--- src/rtl/dmtt_pkg.sv ---
`timescale 1ns / 1ps

package dmtt_pkg;

    localparam int INDEX_BITS_DEF   = 16;
    localparam int SAMPLE_LIMIT_DEF = 1000;
    localparam int PER_MILLE        = 1000;

    localparam int ACTION_W   = 3;
    localparam int KEY_W      = 64;
    localparam int MOVE_W     = 16;
    localparam int SCORE_W    = 16;
    localparam int DEPTH_W    = 8;
    localparam int BOUND_W    = 2;
    localparam int GEN_W      = 8;
    localparam int PERMILLE_W = 10;

    localparam logic [ACTION_W-1:0] ACT_STORE      = 3'd0;
    localparam logic [ACTION_W-1:0] ACT_PROBE      = 3'd1;
    localparam logic [ACTION_W-1:0] ACT_CLEAR      = 3'd2;
    localparam logic [ACTION_W-1:0] ACT_NEW_SEARCH = 3'd3;
    localparam logic [ACTION_W-1:0] ACT_FILL       = 3'd4;

    // One table slot: full key and the packed payload.
    typedef struct packed {
        logic [KEY_W-1:0]          key;
        logic [GEN_W-1:0]          gen;
        logic [BOUND_W-1:0]        bound;
        logic signed [DEPTH_W-1:0] depth;
        logic signed [SCORE_W-1:0] score;
        logic [MOVE_W-1:0]         move;
    } t_entry;

    localparam int ENTRY_W = $bits(t_entry);

endpackage

--- src/rtl/dmtt_div.sv ---
`timescale 1ns / 1ps

module dmtt_div #(
    parameter int DIVISOR = 1000,
    parameter int DW      = 20
) (
    input  logic                                i_clk,
    input  logic                                i_rst_n,
    input  logic                                i_start,
    input  logic [DW-1:0]                       i_dividend,
    output logic                                o_done,
    output logic [dmtt_pkg::PERMILLE_W-1:0]     o_quot
);

    import dmtt_pkg::*;

    // Division by a constant as a multiply by its rounded-up reciprocal. With the shift set to
    // DW plus the ceiling of log2 of the divisor, the quotient is exact for every DW-bit dividend.
    localparam int              LW      = $clog2(DIVISOR);
    localparam int              SH      = DW + LW;
    localparam int              MW      = DW + 2;
    localparam int              PW      = DW + MW;
    localparam longint unsigned RECIP   =
        ((64'd1 << SH) + 64'(DIVISOR) - 64'd1) / 64'(DIVISOR);
    localparam logic [MW-1:0]   RECIP_M = MW'(RECIP);

    logic [PW-1:0] r_prod;
    logic          r_done;

    always_ff @(posedge i_clk) begin
        if (!i_rst_n) begin
            r_done <= 1'b0;
        end else begin
            r_done <= i_start;
        end
    end

    always_ff @(posedge i_clk) begin
        if (i_start) begin
            r_prod <= PW'(i_dividend) * PW'(RECIP_M);
        end
    end

    assign o_done = r_done;
    assign o_quot = PERMILLE_W'(r_prod >> SH);

endmodule

--- config.mk ---
export PLATFORM = sky130hd
export DESIGN_NAME = dmtt_div
export DESIGN_NICKNAME = d
export VERILOG_FILES = /design/src/rtl/dmtt_pkg.sv /design/src/rtl/dmtt_div.sv
export SDC_FILE = /design/constraint.sdc
export NUM_CORES = 1
export LEC_CHECK = 0
export BUFFER_PORTS_ARGS = -buffer_cell sky130_fd_sc_hd__buf_2
export CORE_ASPECT_RATIO = 0.6
export CORE_MARGIN = 3
export CORE_UTILIZATION = 55
export CTS_CLUSTER_DIAMETER = 50
export DETAILED_ROUTE_END_ITERATION = 6
export GPL_TIMING_DRIVEN = 0
export PLACE_DENSITY = 0.73
export SYNTH_ARGS = -nofsm -noshare
export SYNTH_HDL_FRONTEND = slang
export SYNTH_SLANG_ARGS = --single-unit
--- constraint.sdc ---
create_clock -name i_clk -period 6.39 [get_ports i_clk]
set_input_delay 0.3195 -clock i_clk [delete_from_list [all_inputs] [get_ports i_clk]]
set_output_delay 0.3195 -clock i_clk [all_outputs]
set_load 0.02 [all_outputs]
==> key figures <==
Status
  – Status: finished, final reports clean

Critical path
  – WP buf/inv: 6
  – CP arrival: 6.08 ns
  – CP Cell Sequence: buf_2 -> ha_1 -> ha_1 -> inv_1 -> fa_1 -> fa_1 -> inv_1 -> fa_1 -> fa_1 -> inv_1 -> fa_1 -> inv_1 -> ha_1 -> inv_1 -> or3_1 -> or4b_1 -> o211ai_2 -> a2111oi_2 -> or4b_1 -> nand3_1
  – Slowest cell on the critical path: fa_1
  – CP Data Required Time: 6.49 ns
  – Crit path largest cell delay: 0.57 ns
  – Critical Path End Type: flop
  – Critical Path Start: i_dividend[2]
  – Worst Path Max Fanout: 6
  – Largest delay contributor family on the critical path: adder cells
  – Setup CP Type: in -> reg
  – Critical path launch point type: primary input

Yosys
  – Ys async rst share: 0
  – Sequential-to-total area share from yosys stat: 0.05511
  – Yosys top cell area share: 0.3638
  – Number of flops mapped to enable cells by yosys: 10
  – Net Count, Synth: 890
  – Area contributors post-synth: ha_1, fa_1, inv_1, edfxtp_1, a21oi_1
  – Gate Count Post-Synth: 613
  – Synth Flop Type: edfxtp_1
  – Synth unique cells: 45
  – Largest area contributor in the netlist: ha_1
  – Synthesized flop and latch total: 11
  – Syn. warnings: 0
  – Synthesized area per cell: 9.481 µm²
  – Most frequent cell after synthesis: inv_1
  – Mapped cell area: 5812 µm²
  – Commonest cells post-synth: inv_1, ha_1, fa_1

STA
  – Hold Fails Final Rpt: 0
  – Slew Viols, Final: 0
  – Setup TNS: 0 ns
  – Relative slew slack: 0.5519
  – Fmax: 0.1674 GHz
  – Final WS setup: 0.4154 ns
  – Final min period: 5.975 ns
  – Worst slew pin tran: 0.6709 ns
  – Setup violators final: 0
  – Tcrit/Tclk final: 0.9350
  – RSZ-0062 raised after global routing: false

Clock network
  – CTS clk-pin slew, worst paths: 0.04 ns
  – Clk buf depth: 2
  – Number of CTS-inserted buffers: 3
  – Setup repair bufs after CTS: 0
  – Root buffer cell: clkbuf_16
  – # hold bufs at CTS: 0
  – Clk sinks: 11
  – CTS tree: yes
  – H-tree Lvls: 1
  – Cts repair resizes: 0

Floorplanning
  – Die ar.: 11,880 µm²
  – Die Y: 85.63 µm
  – Placement Rows: 28
  – Initial Util: 0.5760
  – I/O pin count: 34
  – Die X: 138.7 µm
  – Core footprint: 10,090 µm²

Layout
  – Fin nets: 928
  – Core Util, Final: 0.6169
  – Multi-input logic area: 4812 µm²
  – Synth-to-layout area growth: 7.104%
  – Design area: 6225 µm²
  – FF/Latch Area: 320.3 µm²
  – Fillers: 862
  – Share of cells above drive strength 1: 0.06154
  – N_diodes: 0
  – Final instance count without filler cells: 785

Global routing
  – Grt ovf: 0
  – Antenna violations before repair: 0
  – Vias in the first global route: 4,749
  – Largest net degree at the start of global routing: 12
  – First-pass GRT wire length: 23,600 µm
  – GRT Total Usage: 0.2498

Route
  – DRC violation total after the first TritonRoute iteration: 368
  – Vias: 4,353
  – Detailed Route WL: 13,790 µm
  – Drt wl/cell: 17.56 µm
  – Pre-Repair DR Iteration Count: 5
  – DRC violations left: 0
  – Post-DRT Antenna Nets: 0
  – Avg Vias per Cell: 5.545

Hold path
  – Endpoint, Worst Hold: o_done
  – Worst hold path type: in -> reg
  – Hold path startpoint: i_rst_n
  – Hold Path Depth: 2

Placed design
  – Placer Congestion: 0.9577
  – Placed cell count: 781
  – # port buffers: 33
  – Worst slack at placement: 0.2019 ns
  – Post-DP Area: 6146 µm²
  – Final HPWL DP: 12,430 µm

Pwr
  – Power per cell area: 457.8 nW/µm²
  – VDD IR max: 0.0004515 V
  – Pleak: 0.003526 µW

Job
  – Max Cap Viol: 0
[power breakdown]
group	switching, µW	internal (µW)	total, µW
registers	4.89	120	125
logic	1630	984	2610
clock network	30.3	83.7	114
total	1660	1190	2850
[logic make-up after synthesis]
| group | synth area share |
|---|---|
| AO/OA/AOI/OAI | 0.09192 |
| XOR/XNOR | 0.01356 |
| adder cells (fa/ha/maj) | 0.6566 |
| buffers and inverters | 0.1169 |
| flip-flops | 0.05511 |
| multiplexers | 0.001722 |
| AND/OR/NAND/NOR | 0.06416 |
[metrics by stage]
step	hold WS (ns)	total power, µW
2_1_floorplan	0.4320	1994
4_1_cts	0.3012	2815
3_3_place_gp	0.5259	2596
5_1_grt	0.3014	3223
6_report	0.3039	2850
3_5_place_dp	0.5429	2670
[metal layers]
layer | GRT usage | part of all wire | up-vias | wire, µm
li1 | - | - | 2093 | -
met3 | 0.05961 | 0.074 | 11 | 1019
met5 | 0 | 0 | - | 0
met4 | 0.02398 | 0.0094 | 0 | 130
met2 | 0.3938 | 0.41 | 130 | 5670
met1 | 0.3670 | 0.51 | 2119 | 6966
[area by class of cell]
type                            instances  share of cell area
Multi-Input combinational cell        421              0.7731
Inverter                              179              0.1079
Sequential cell                        11             0.05146
Tap cell                              135             0.02714
Timing Repair Buffer                   33             0.02653
Clock buffer                            4             0.01266
Buffer                                  2            0.001206
[worst max path at each step]
stage | cells after the start | slack, ns | to
after floorplan | 19 | 0.84 | r_prod[39]
after global placement | 20 | 0.24 | r_prod[39]
after detailed placement | 20 | 0.20 | r_prod[39]
after CTS | 20 | 0.42 | r_prod[39]
after global routing | 20 | 0.15 | r_prod[39]
final | 20 | 0.42 | r_prod[39]
[sequential cells by signal (all words and copies together), names as in the netlist]
signal and cells:
r_prod 10, o_done 1
[layout by cell type, fill, tap and decap left out, types with 4 or more instances in the layout]
master / netlist / layout
nor3_1: 6 / 6
a31oi_1: 4 / 4
edfxtp_1: 10 / 10
o21ai_0: 19 / 19
a21o_1: 9 / 9
nand3_1: 8 / 8
xor2_1: 5 / 5
nand4_1: 11 / 11
nand2_1: 23 / 23
buf_2: 0 / 33
ha_1: 169 / 169
a211oi_1: 4 / 4
nor2_1: 8 / 8
a21oi_1: 28 / 28
fa_1: 85 / 85
xnor2_1: 4 / 4
inv_1: 179 / 179
Power figures use the tool's default switching activity.
